--- src/ctl_pkg.sv ---
// shared types and constants for the closed tour length block
`timescale 1ns / 1ps
package ctl_pkg;

  // fixed field widths
  localparam int unsigned CITY_W  = 7;
  localparam int unsigned POS_W   = 16;
  localparam int unsigned LEN_W   = 23;
  localparam int unsigned COUNT_W = 7;

  // defaults for the top level parameters
  localparam int unsigned MAX_CITIES_DEF = 64;
  localparam int unsigned COORD_BITS_DEF = 16;

  // command queue between front and back
  localparam int unsigned QUEUE_DEPTH = 4;
  localparam int unsigned QPTR_W      = $clog2(QUEUE_DEPTH);
  localparam int unsigned QCNT_W      = $clog2(QUEUE_DEPTH + 1);

  // command codes of the input beat
  localparam logic CMD_WRITE = 1'b0;
  localparam logic CMD_TOUR  = 1'b1;

  typedef enum logic {
    OP_WRITE,
    OP_TOUR
  } op_e;

  typedef enum logic [3:0] {
    ST_IDLE,
    ST_RD_A,
    ST_RD_B,
    ST_DIFF,
    ST_SQR,
    ST_SUM,
    ST_ROOT,
    ST_ACC,
    ST_OUT
  } back_state_e;

  typedef struct packed {
    logic              command;
    logic [CITY_W-1:0] city;
    logic [POS_W-1:0]  pos_x;
    logic [POS_W-1:0]  pos_y;
    logic              last;
  } in_beat_t;

  typedef struct packed {
    logic [LEN_W-1:0]   tour_length;
    logic [COUNT_W-1:0] city_count;
  } out_beat_t;

  // one classified operation handed to the back end
  typedef struct packed {
    op_e               op;
    logic              city_ok;
    logic [CITY_W-1:0] city;
    logic [POS_W-1:0]  pos_x;
    logic [POS_W-1:0]  pos_y;
    logic              last;
  } op_t;

endpackage

--- src/ctl_front.sv ---
// front end: takes input beats, checks the city and queues operations
`timescale 1ns / 1ps
module ctl_front #(
  parameter int unsigned MAX_CITIES = ctl_pkg::MAX_CITIES_DEF
) (
  input  logic              in_valid_i,
  output logic              in_ready_o,
  input  ctl_pkg::in_beat_t in_beat_i,
  input  logic              q_full_i,
  output logic              q_push_o,
  output ctl_pkg::op_t      q_data_o
);

  logic city_ok;
  logic keep;

  // city number must be one-based and inside the table
  assign city_ok = (in_beat_i.city != '0) &&
                   (32'(in_beat_i.city) <= 32'(MAX_CITIES));

  // drop writes to bad cities and bad tour cities that do not close
  always_comb begin
    if (in_beat_i.command == ctl_pkg::CMD_WRITE) begin
      keep = city_ok;
    end else begin
      keep = city_ok | in_beat_i.last;
    end
  end

  assign in_ready_o = !q_full_i;
  assign q_push_o   = in_valid_i && !q_full_i && keep;

  // classified operation
  always_comb begin
    q_data_o.op      = (in_beat_i.command == ctl_pkg::CMD_WRITE) ?
                       ctl_pkg::OP_WRITE : ctl_pkg::OP_TOUR;
    q_data_o.city_ok = city_ok;
    q_data_o.city    = in_beat_i.city;
    q_data_o.pos_x   = in_beat_i.pos_x;
    q_data_o.pos_y   = in_beat_i.pos_y;
    q_data_o.last    = in_beat_i.last;
  end

endmodule

--- src/ctl_queue.sv ---
// small operation queue between front and back end
`timescale 1ns / 1ps
module ctl_queue (
  input  logic         clk_i,
  input  logic         rst_ni,
  input  logic         push_i,
  input  ctl_pkg::op_t push_data_i,
  output logic         full_o,
  input  logic         pop_i,
  output logic         valid_o,
  output ctl_pkg::op_t pop_data_o
);

  ctl_pkg::op_t                  slot_q [ctl_pkg::QUEUE_DEPTH];
  logic [ctl_pkg::QPTR_W-1:0]    wr_ptr_q, wr_ptr_d;
  logic [ctl_pkg::QPTR_W-1:0]    rd_ptr_q, rd_ptr_d;
  logic [ctl_pkg::QCNT_W-1:0]    cnt_q, cnt_d;
  logic                          do_push;
  logic                          do_pop;

  assign full_o     = (cnt_q == ctl_pkg::QCNT_W'(ctl_pkg::QUEUE_DEPTH));
  assign valid_o    = (cnt_q != '0);
  assign pop_data_o = slot_q[rd_ptr_q];
  assign do_push    = push_i && !full_o;
  assign do_pop     = pop_i && valid_o;

  // pointer and fill count update
  always_comb begin
    wr_ptr_d = wr_ptr_q;
    rd_ptr_d = rd_ptr_q;
    cnt_d    = cnt_q;
    if (do_push) begin
      wr_ptr_d = (wr_ptr_q == ctl_pkg::QPTR_W'(ctl_pkg::QUEUE_DEPTH - 1)) ?
                 '0 : wr_ptr_q + 1'b1;
    end
    if (do_pop) begin
      rd_ptr_d = (rd_ptr_q == ctl_pkg::QPTR_W'(ctl_pkg::QUEUE_DEPTH - 1)) ?
                 '0 : rd_ptr_q + 1'b1;
    end
    if (do_push && !do_pop) begin
      cnt_d = cnt_q + 1'b1;
    end else if (do_pop && !do_push) begin
      cnt_d = cnt_q - 1'b1;
    end
  end

  always_ff @(posedge clk_i or negedge rst_ni) begin
    if (!rst_ni) begin
      wr_ptr_q <= '0;
      rd_ptr_q <= '0;
      cnt_q    <= '0;
    end else begin
      wr_ptr_q <= wr_ptr_d;
      rd_ptr_q <= rd_ptr_d;
      cnt_q    <= cnt_d;
    end
  end

  // slot storage
  always_ff @(posedge clk_i) begin
    if (do_push) begin
      slot_q[wr_ptr_q] <= push_data_i;
    end
  end

endmodule

--- src/ctl_back.sv ---
// back end: position table, distance unit, square root and tour sum
`timescale 1ns / 1ps
module ctl_back #(
  parameter int unsigned MAX_CITIES = ctl_pkg::MAX_CITIES_DEF,
  parameter int unsigned COORD_BITS = ctl_pkg::COORD_BITS_DEF
) (
  input  logic               clk_i,
  input  logic               rst_ni,
  input  logic               q_valid_i,
  input  ctl_pkg::op_t       q_data_i,
  output logic               q_pop_o,
  output logic               out_valid_o,
  input  logic               out_ready_i,
  output ctl_pkg::out_beat_t out_beat_o
);

  localparam int unsigned COORD_W = (COORD_BITS < ctl_pkg::POS_W) ?
                                    COORD_BITS : ctl_pkg::POS_W;
  localparam int unsigned IDX_W   = (MAX_CITIES > 1) ? $clog2(MAX_CITIES) : 1;
  localparam int unsigned CNT_W   = $clog2(MAX_CITIES + 1);
  localparam int unsigned ENT_W   = 2 * COORD_W;
  localparam int unsigned ROOT_W  = COORD_W + 1;
  localparam int unsigned RAD_W   = 2 * ROOT_W;
  localparam int unsigned REM_W   = ROOT_W + 2;
  localparam int unsigned ITER_W  = $clog2(ROOT_W + 1);
  localparam int unsigned LEN_W   = ctl_pkg::LEN_W;

  ctl_pkg::back_state_e state_q, state_d;

  // tour state
  logic [IDX_W-1:0] prev_q, prev_d;
  logic [LEN_W-1:0] sum_q, sum_d;
  logic             started_q, started_d;
  logic [CNT_W-1:0] count_q, count_d;

  // endpoints of the distance at work and what follows it
  logic [IDX_W-1:0] da_q, da_d;
  logic [IDX_W-1:0] db_q, db_d;
  logic             need_close_q, need_close_d;
  logic             emit_q, emit_d;

  // output register
  logic               out_valid_q, out_valid_d;
  ctl_pkg::out_beat_t out_q;
  logic               out_load;

  // position table
  logic [ENT_W-1:0] mem [MAX_CITIES];
  logic [ENT_W-1:0] rd_q;
  logic [ENT_W-1:0] pa_q;
  logic [IDX_W-1:0] rd_addr;
  logic             mem_we;
  logic [IDX_W-1:0] op_idx;

  // distance datapath
  logic [COORD_W-1:0] ax, ay, bx, by;
  logic [COORD_W-1:0] dx_q, dy_q;
  logic [ENT_W-1:0]   sqx_q, sqy_q;
  logic [RAD_W-1:0]   rad_q;
  logic [REM_W-1:0]   rem_q;
  logic [ROOT_W-1:0]  root_q;
  logic [ITER_W-1:0]  iter_q;
  logic [REM_W-1:0]   rem_next;
  logic [REM_W-1:0]   trial;
  logic               root_bit;
  logic [LEN_W:0]     sum_wide;

  assign op_idx  = IDX_W'(q_data_i.city - ctl_pkg::CITY_W'(1));
  assign rd_addr = (state_q == ctl_pkg::ST_RD_A) ? da_q : db_q;
  assign mem_we  = (state_q == ctl_pkg::ST_IDLE) && q_valid_i &&
                   (q_data_i.op == ctl_pkg::OP_WRITE) && q_data_i.city_ok;

  // table write and registered read
  always_ff @(posedge clk_i) begin
    if (mem_we) begin
      mem[op_idx] <= {COORD_W'(q_data_i.pos_x), COORD_W'(q_data_i.pos_y)};
    end
    rd_q <= mem[rd_addr];
  end

  // one restoring square root step
  assign rem_next = {rem_q[REM_W-3:0], rad_q[RAD_W-1 -: 2]};
  assign trial    = {root_q, 2'b01};
  assign root_bit = (rem_next >= trial);
  assign sum_wide = (LEN_W + 1)'(sum_q) + (LEN_W + 1)'(root_q);

  assign ax = pa_q[ENT_W-1 -: COORD_W];
  assign ay = pa_q[COORD_W-1:0];
  assign bx = rd_q[ENT_W-1 -: COORD_W];
  assign by = rd_q[COORD_W-1:0];

  // distance datapath registers
  always_ff @(posedge clk_i) begin
    case (state_q)
      ctl_pkg::ST_RD_B: begin
        pa_q <= rd_q;
      end
      ctl_pkg::ST_DIFF: begin
        dx_q <= (ax >= bx) ? ax - bx : bx - ax;
        dy_q <= (ay >= by) ? ay - by : by - ay;
      end
      ctl_pkg::ST_SQR: begin
        sqx_q <= ENT_W'(dx_q) * ENT_W'(dx_q);
        sqy_q <= ENT_W'(dy_q) * ENT_W'(dy_q);
      end
      ctl_pkg::ST_SUM: begin
        rad_q  <= RAD_W'(sqx_q) + RAD_W'(sqy_q);
        rem_q  <= '0;
        root_q <= '0;
        iter_q <= '0;
      end
      ctl_pkg::ST_ROOT: begin
        rad_q  <= {rad_q[RAD_W-3:0], 2'b00};
        rem_q  <= root_bit ? rem_next - trial : rem_next;
        root_q <= {root_q[ROOT_W-2:0], root_bit};
        iter_q <= iter_q + 1'b1;
      end
      default: begin
      end
    endcase
  end

  // state register and control state
  always_ff @(posedge clk_i or negedge rst_ni) begin
    if (!rst_ni) begin
      state_q      <= ctl_pkg::ST_IDLE;
      prev_q       <= '0;
      sum_q        <= '0;
      started_q    <= 1'b0;
      count_q      <= '0;
      da_q         <= '0;
      db_q         <= '0;
      need_close_q <= 1'b0;
      emit_q       <= 1'b0;
      out_valid_q  <= 1'b0;
    end else begin
      state_q      <= state_d;
      prev_q       <= prev_d;
      sum_q        <= sum_d;
      started_q    <= started_d;
      count_q      <= count_d;
      da_q         <= da_d;
      db_q         <= db_d;
      need_close_q <= need_close_d;
      emit_q       <= emit_d;
      out_valid_q  <= out_valid_d;
    end
  end

  // result payload
  always_ff @(posedge clk_i) begin
    if (out_load) begin
      out_q.tour_length <= sum_q;
      out_q.city_count  <= ctl_pkg::COUNT_W'(count_q);
    end
  end

  // sequencer: next state and tour bookkeeping
  always_comb begin
    state_d      = state_q;
    prev_d       = prev_q;
    sum_d        = sum_q;
    started_d    = started_q;
    count_d      = count_q;
    da_d         = da_q;
    db_d         = db_q;
    need_close_d = need_close_q;
    emit_d       = emit_q;
    q_pop_o      = 1'b0;
    out_load     = 1'b0;

    case (state_q)
      ctl_pkg::ST_IDLE: begin
        if (q_valid_i) begin
          q_pop_o = 1'b1;
          if (q_data_i.op == ctl_pkg::OP_TOUR) begin
            if (q_data_i.city_ok) begin
              prev_d    = op_idx;
              started_d = 1'b1;
              if (32'(count_q) < 32'(MAX_CITIES)) begin
                count_d = count_q + 1'b1;
              end
              if (started_q) begin
                // leg from the previous city, then maybe the closing leg
                da_d         = prev_q;
                db_d         = op_idx;
                need_close_d = q_data_i.last;
                emit_d       = q_data_i.last;
                state_d      = ctl_pkg::ST_RD_A;
              end else if (q_data_i.last) begin
                da_d         = op_idx;
                db_d         = '0;
                need_close_d = 1'b0;
                emit_d       = 1'b1;
                state_d      = ctl_pkg::ST_RD_A;
              end
            end else if (q_data_i.last) begin
              // bad city that still closes the tour
              if (started_q) begin
                da_d         = prev_q;
                db_d         = '0;
                need_close_d = 1'b0;
                emit_d       = 1'b1;
                state_d      = ctl_pkg::ST_RD_A;
              end else begin
                state_d = ctl_pkg::ST_OUT;
              end
            end
          end
        end
      end
      ctl_pkg::ST_RD_A: state_d = ctl_pkg::ST_RD_B;
      ctl_pkg::ST_RD_B: state_d = ctl_pkg::ST_DIFF;
      ctl_pkg::ST_DIFF: state_d = ctl_pkg::ST_SQR;
      ctl_pkg::ST_SQR:  state_d = ctl_pkg::ST_SUM;
      ctl_pkg::ST_SUM:  state_d = ctl_pkg::ST_ROOT;
      ctl_pkg::ST_ROOT: begin
        if (iter_q == ITER_W'(ROOT_W - 1)) begin
          state_d = ctl_pkg::ST_ACC;
        end
      end
      ctl_pkg::ST_ACC: begin
        // saturating add of the finished distance
        sum_d = sum_wide[LEN_W] ? {LEN_W{1'b1}} : sum_wide[LEN_W-1:0];
        if (need_close_q) begin
          da_d         = prev_q;
          db_d         = '0;
          need_close_d = 1'b0;
          state_d      = ctl_pkg::ST_RD_A;
        end else if (emit_q) begin
          state_d = ctl_pkg::ST_OUT;
        end else begin
          state_d = ctl_pkg::ST_IDLE;
        end
      end
      ctl_pkg::ST_OUT: begin
        if (!out_valid_q || out_ready_i) begin
          out_load  = 1'b1;
          prev_d    = '0;
          sum_d     = '0;
          started_d = 1'b0;
          count_d   = '0;
          emit_d    = 1'b0;
          state_d   = ctl_pkg::ST_IDLE;
        end
      end
      default: state_d = ctl_pkg::ST_IDLE;
    endcase
  end

  // output valid holds until the beat is taken
  always_comb begin
    if (out_load) begin
      out_valid_d = 1'b1;
    end else if (out_ready_i) begin
      out_valid_d = 1'b0;
    end else begin
      out_valid_d = out_valid_q;
    end
  end

  assign out_valid_o = out_valid_q;
  assign out_beat_o  = out_q;

endmodule

--- src/closed_tour_length_core.sv ---
// top level of the closed tour length block
`timescale 1ns / 1ps
// Sums the Euclidean legs of a closed tour over a table of city positions.
// A position write is handled by the back end in its idle state. A tour city with a
// previous city costs one distance pass: two table reads on the single read
// port, a difference, the squares, their sum, a restoring square root of
// COORD_W + 1 steps at one result bit per cycle, and the add into the sum;
// the operation is popped in the idle state. The closing beat adds a second
// pass for the leg back to city 1, and the result then sits in an output
// register. The front end takes one beat per cycle until the four-entry
// operation queue is full, so bursts are absorbed while the back end works.
// No clearing pass is needed after reset.
module closed_tour_length_core #(
  parameter int unsigned MAX_CITIES = ctl_pkg::MAX_CITIES_DEF,
  parameter int unsigned COORD_BITS = ctl_pkg::COORD_BITS_DEF
) (
  input  logic               clk_i,
  input  logic               rst_ni,
  input  logic               in_valid_i,
  output logic               in_ready_o,
  input  ctl_pkg::in_beat_t  in_beat_i,
  output logic               out_valid_o,
  input  logic               out_ready_i,
  output ctl_pkg::out_beat_t out_beat_o
);

  logic         q_full;
  logic         q_push;
  ctl_pkg::op_t q_push_data;
  logic         q_valid;
  logic         q_pop;
  ctl_pkg::op_t q_pop_data;

  // classify incoming beats
  ctl_front #(
    .MAX_CITIES (MAX_CITIES)
  ) u_front (
    .in_valid_i (in_valid_i),
    .in_ready_o (in_ready_o),
    .in_beat_i  (in_beat_i),
    .q_full_i   (q_full),
    .q_push_o   (q_push),
    .q_data_o   (q_push_data)
  );

  // decouple front and back
  ctl_queue u_queue (
    .clk_i       (clk_i),
    .rst_ni      (rst_ni),
    .push_i      (q_push),
    .push_data_i (q_push_data),
    .full_o      (q_full),
    .pop_i       (q_pop),
    .valid_o     (q_valid),
    .pop_data_o  (q_pop_data)
  );

  // table, distance and sum
  ctl_back #(
    .MAX_CITIES (MAX_CITIES),
    .COORD_BITS (COORD_BITS)
  ) u_back (
    .clk_i       (clk_i),
    .rst_ni      (rst_ni),
    .q_valid_i   (q_valid),
    .q_data_i    (q_pop_data),
    .q_pop_o     (q_pop),
    .out_valid_o (out_valid_o),
    .out_ready_i (out_ready_i),
    .out_beat_o  (out_beat_o)
  );

endmodule

--- config.mk ---
export PLATFORM = sky130hd
export DESIGN_NAME = closed_tour_length_core
export DESIGN_NICKNAME = d
export VERILOG_FILES = /design/src/ctl_pkg.sv /design/src/ctl_front.sv /design/src/ctl_queue.sv /design/src/ctl_back.sv /design/src/closed_tour_length_core.sv
export SDC_FILE = /design/constraint.sdc
export NUM_CORES = 2
export LEC_CHECK = 0
export ABC_AREA = 1
export BUFFER_PORTS_ARGS = -buffer_cell sky130_fd_sc_hd__buf_2
export CORE_MARGIN = 2
export CORE_UTILIZATION = 46
export DETAILED_ROUTE_END_ITERATION = 16
export SYNTH_ARGS = -nofsm -noshare
export SYNTH_HDL_FRONTEND = slang
export SYNTH_HIERARCHICAL = 1
export SYNTH_SLANG_ARGS = --single-unit
export TNS_END_PERCENT = 30
--- constraint.sdc ---
create_clock -name clk_i -period 9.6 [get_ports clk_i]
set_clock_uncertainty 0.2 [all_clocks]
set_input_delay 1.92 -clock clk_i [delete_from_list [all_inputs] [get_ports clk_i]]
set_output_delay 1.92 -clock clk_i [all_outputs]
set_load 0.05 [all_outputs]
# After elaboration in Yosys (flattened, before gate mapping)

Memories as Yosys holds them, arrays and structs flattened. A register that Yosys moved wholly into a read port is not among the register bits.
Cells that the tools add are included.

Register bits after elaboration: 294
Memory bits (writable): 2216
Bits of input ports: 45
Word-level logic and storage cells: 191
Memories: 2

Memory list:

| memory         | depth | width | rd ports | clocked after Yosys merged registers in | wr ports | line            | source |
|---|---|---|---|---|---|---|---|
| u_back.mem     | 64    | 32    | 1        | 1                                       | 1        | ctl_back.sv:48  | `logic [ENT_W-1:0] mem [MAX_CITIES];` |
| u_queue.slot_q | 4     | 42    | 1        | 0                                       | 1        | ctl_queue.sv:14 | `ctl_pkg::op_t slot_q [ctl_pkg::QUEUE_DEPTH];` |

Add/subtract/negate cells: 14
Multiply operators: 2
Magnitude comparators: 5
Equality and inequality tests: 22
Mux-type cells: 89
Bitwise logic cells: 2
Reduce and logical (&&, ||, !) cells: 31

Operators with widths:

| cell                 | count |
|---|---|
| $mux W6              | 21 |
| $pmux W17 S2         | 2 |
| $pmux W34 S2         | 1 |
| $mul A16 B16 Y32     | 2 |
| $sub A16 B16 Y16     | 4 |
| $mux W23             | 2 |
| $pmux W23 S2         | 1 |
| $mux W4              | 11 |
| $pmux W4 S9          | 1 |
| $pmux W6 S2          | 3 |
| $mux W7              | 5 |
| $add A32 B32 Y33     | 1 |
| $ge A16 B16 Y1       | 2 |
| $mux W16             | 2 |
| $mux W1              | 30 |
| $add A23 B17 Y24     | 1 |
| $ge A19 B19 Y1       | 1 |
| $reduce_and A6 Y1    | 3 |
| $mux W17             | 1 |
| $sub A17 B17 Y17     | 1 |
| $eq A4 B3 Y1 const B | 4 |
| $pmux W7 S2          | 1 |
| $reduce_and A7 Y1    | 2 |
| $ne A2 B1 Y1 const B | 6 |
| 31 further kinds     | 57 |

# Logic depth before layout (Yosys ltp)

Word-level depth: 10
Mapped depth: 28
Mapped depth without buffers: 26

# Hierarchy

The synthesis kept the hierarchy.

Modules (own cells, without submodules):

| module    | times used | cells an instance | area each (um^2) | sequential area each (um^2) |
|---|---|---|---|---|
| ctl_back  | 1          | 12498             | 121728.0         | 70417.5 |
| ctl_queue | 1          | 550               | 7245.7           | 5220.0 |
| ctl_front | 1          | 68                | 434.2            | 0.0 |

# Worst setup path after synthesis

No wires, ideal clock.

Path type: flip-flop to flip-flop
Start point: reg u_back.state_q[1]
End point: reg u_back.iter_q[0], enable pin
Library setup time: 0.594 ns
Arrival time: 5.579 ns
Path slack: 3.227 ns
Cell stages (with the launch flop): 4
Path buffers: 0
Period minus slack after synthesis: 6.373 ns
Cells stage by stage: dfrtp_1 nand2_1 inv_1 nor3_1

Word-level cells in the longest chain between the ends: 2
Elaborated cells between the ends (all ways): 3
Classes of those cells: 2 x eq/ne; 1 x reduce/logical

RTL lines:

| item                                    | line            | source |
|---|---|---|
| start, declared                         | ctl_back.sv:28  | `ctl_pkg::back_state_e state_q, state_d;` |
| start signal, assigned                  | ctl_back.sv:126 | `state_q <= ctl_pkg::ST_IDLE;` |
| start signal, assigned                  | ctl_back.sv:137 | `state_q <= state_d;` |
| $eq A4 B3 Y1                            | ctl_back.sv:94  | `case (state_q)` |
| $reduce_bool A2 Y1 (no source line) (*) | n/a             |  |
| end signal, assigned                    | ctl_back.sv:116 | `iter_q <= iter_q + 1'b1;` |
| end, declared                           | ctl_back.sv:62  | `logic [ITER_W-1:0] iter_q;` |

Mark *: on every way between the ends. The rest lies on a longest branch, timed or not.
A chain may end at the register's enable or synchronous reset.

# Worst setup path in the final report

Start point: reg u_back.dx_q[1]
End point: reg u_back.sqx_q[31] (data pin)

Word-level cells in the longest chain between the ends: 1

RTL lines:

| item                   | line            | source |
|---|---|---|
| start, declared        | ctl_back.sv:57  | `logic [COORD_W-1:0] dx_q, dy_q;` |
| start signal, assigned | ctl_back.sv:99  | `dx_q <= (ax >= bx) ? ax - bx : bx - ax;` |
| $mul A16 B16 Y32       | ctl_back.sv:103 | `sqx_q <= ENT_W'(dx_q) * ENT_W'(dx_q);` |
| end signal, assigned   | ctl_back.sv:103 |  |
| end, declared          | ctl_back.sv:58  | `logic [ENT_W-1:0] sqx_q, sqy_q;` |

Every way passes these cells.

==> metrics.cfg <==
[final_layout]
nets=13800
syn2layout_area_growth_pct=10.1
fillers=25000
fin_cells=17000
final_area_sq_mm=0.142
layout-drive-gt1-share_pct=6.11

[worst_setup_path]
cp.required_ps=10000
slowest_delay_ps=1010
timing_worst_setup_path_type=flip-flop to flip-flop
cp_cell_sequence=nand2_1 > fa_1 > fa_1 > inv_1 > fa_1 > fa_1 > fa_1 > inv_1 > fa_1 > inv_1 > ha_1 > nand2_1 > nor2_1 > nand2_1 > o21ai_0 > nand3_1 > o21ai_0 > xor2_1
cp_num_buf_inv=3
cp_slowest_cell=edfxtp_1
worstPathMaxFanout=17
crit_family=adder cells
cpMostUsedCell=fa_1
arrival_ps=6920
end_kind=flip-flop
cp-start-kind=flip-flop

[synth]
syn_avg_cell_area_sq_um=9.86
syn_nets=13800
syn-instance-count=13100
syn-cell-area_sq_mm=0.129
yosysWarnings=6

[cts]
cts_hold_buf=0
cts_resized=0
clock_latency_ps=920
root_buffer=clkbuf_16
numCtsBuffers=285
cts_sinks=2536
cts_setup_buffers=0
cts_tree=built
clockBufferDepth=4
path_clk_slew_ps=60
cts_htree_levels=5

[timing]
finalMaxSlewViolations=0
finalHoldViolCount=0
tns_ps=0
finalSetupViolCount=0
timing.fmax_mhz=153
rsz0062_at_grt=no
relSlewSlack_pct=17.8
worst_pin_slew_ps=1230
min_period_ps=6520
period_share_pct=67.9
fin_ws_ps=3080

[drt]
routed_via_density=5.25
route.met2.wl_um=177000
highest_layer=met5
drc=0
drt_iter0_drc=8807
firstDrtPassIters=6
wl_per_cell_um=21.4
vias=89100
antenna_left=0
wl_met3_um=23700
routed_wl_um=363000
wl_met1_um=147000

[min_path]
hp-class=flip-flop to flip-flop

[placement]
post-place-ws_ps=3080
placed_area_sq_mm=0.134
placement.io_buffers=76
place_congestion=0.890
placed_cells=16500
dpl.hpwl_um=213000

[die]
start_util_pct=46.3
rows=194
design.portCount=77
die_w_um=534
fp.dieH_um=534
die_area_sq_mm=0.285
core_sq_mm=0.279

[global_route]
overflow=0
antenna_found_initial=19
grt_max_degree=166
grt.total_usage_pct=25.2
grt_pass1_wl_um=544000
grt_pass1_vias=87100

[status]
status=finished clean

[job]
drv_cap=0

-- flip-flops by register name, indices dropped and copies added (netlist names), 23 cells and up --
signal and cells:
u_back/mem 2048, u_back/out_beat_o 30, u_back/pa_q 32, u_back/rad_q 34, u_back/rd_q 32, u_back/sqx_q 31
u_back/sqy_q 31, u_back/sum_q 23, u_queue/slot_q 164
-- through the flow --
step / utilization (%) / hold slack (ps)
floorplan: - / 208
global placement: 47.8 / 223
detailed placement: 47.8 / 218
CTS: 50.9 / 243
global route: 50.9 / 262
finish: 50.9 / 246
-- per-layer routing --
| layer | track usage (%) | vias up |
|---|---|---|
| li1 | - | 41900 |
| met1 | 32.7 | 43300 |
| met2 | 42.9 | 3202 |
| met3 | 2.79 | 653 |
| met4 | 10.6 | 2 |
| met5 | 0 | - |
-- final timing paths --
kind / cells past startpoint / startpoint / slack, ps / endpoint
worst max-delay path: 18 / u_back/dx_q[1] / 3080 / u_back/sqx_q[31]
worst min-delay path: 0 / u_back/rd_q[15] / 250 / u_back/pa_q[15]
worst max register to register: 18 / u_back/dx_q[1] / 3080 / u_back/sqx_q[31]
worst min register to register: 0 / u_back/rd_q[15] / 250 / u_back/pa_q[15]
max in group asynchronous: 1 / rst_ni / 7520 / u_queue/rd_ptr_q[0]
min in group asynchronous: 1 / rst_ni / 940 / u_back/sum_q[6]
-- final cells by class --
type,count,area [sq um],area share [%]
inverter,2851,10700,7.53
tap,3724,4660,3.27
clock inverter,146,1210,0.848
sequential,2536,75500,53.1
timing repair buffer,257,1920,1.35
multi-input combinational,7104,40700,28.6
antenna,2,5.00,0.00352
clock buffer,362,7570,5.32
-- cells in the final DEF (no fill, tap or decap), types with 71 or more instances in the layout --
cell and instances:
nor2_1 228, o211ai_1 71, buf_2 75, nand2_1 3090, nand3_1 2128, a21oi_1 228, inv_1 2841, xor2_1 96
edfxtp_1 2441, clkbuf_16 289, fa_1 330, buf_4 168, o21ai_0 209, nor2_4 73, ha_1 340
Power is left out: the tool's default activity adds up to more than one toggle a clock period on the data nets, which glitch-free logic cannot reach.
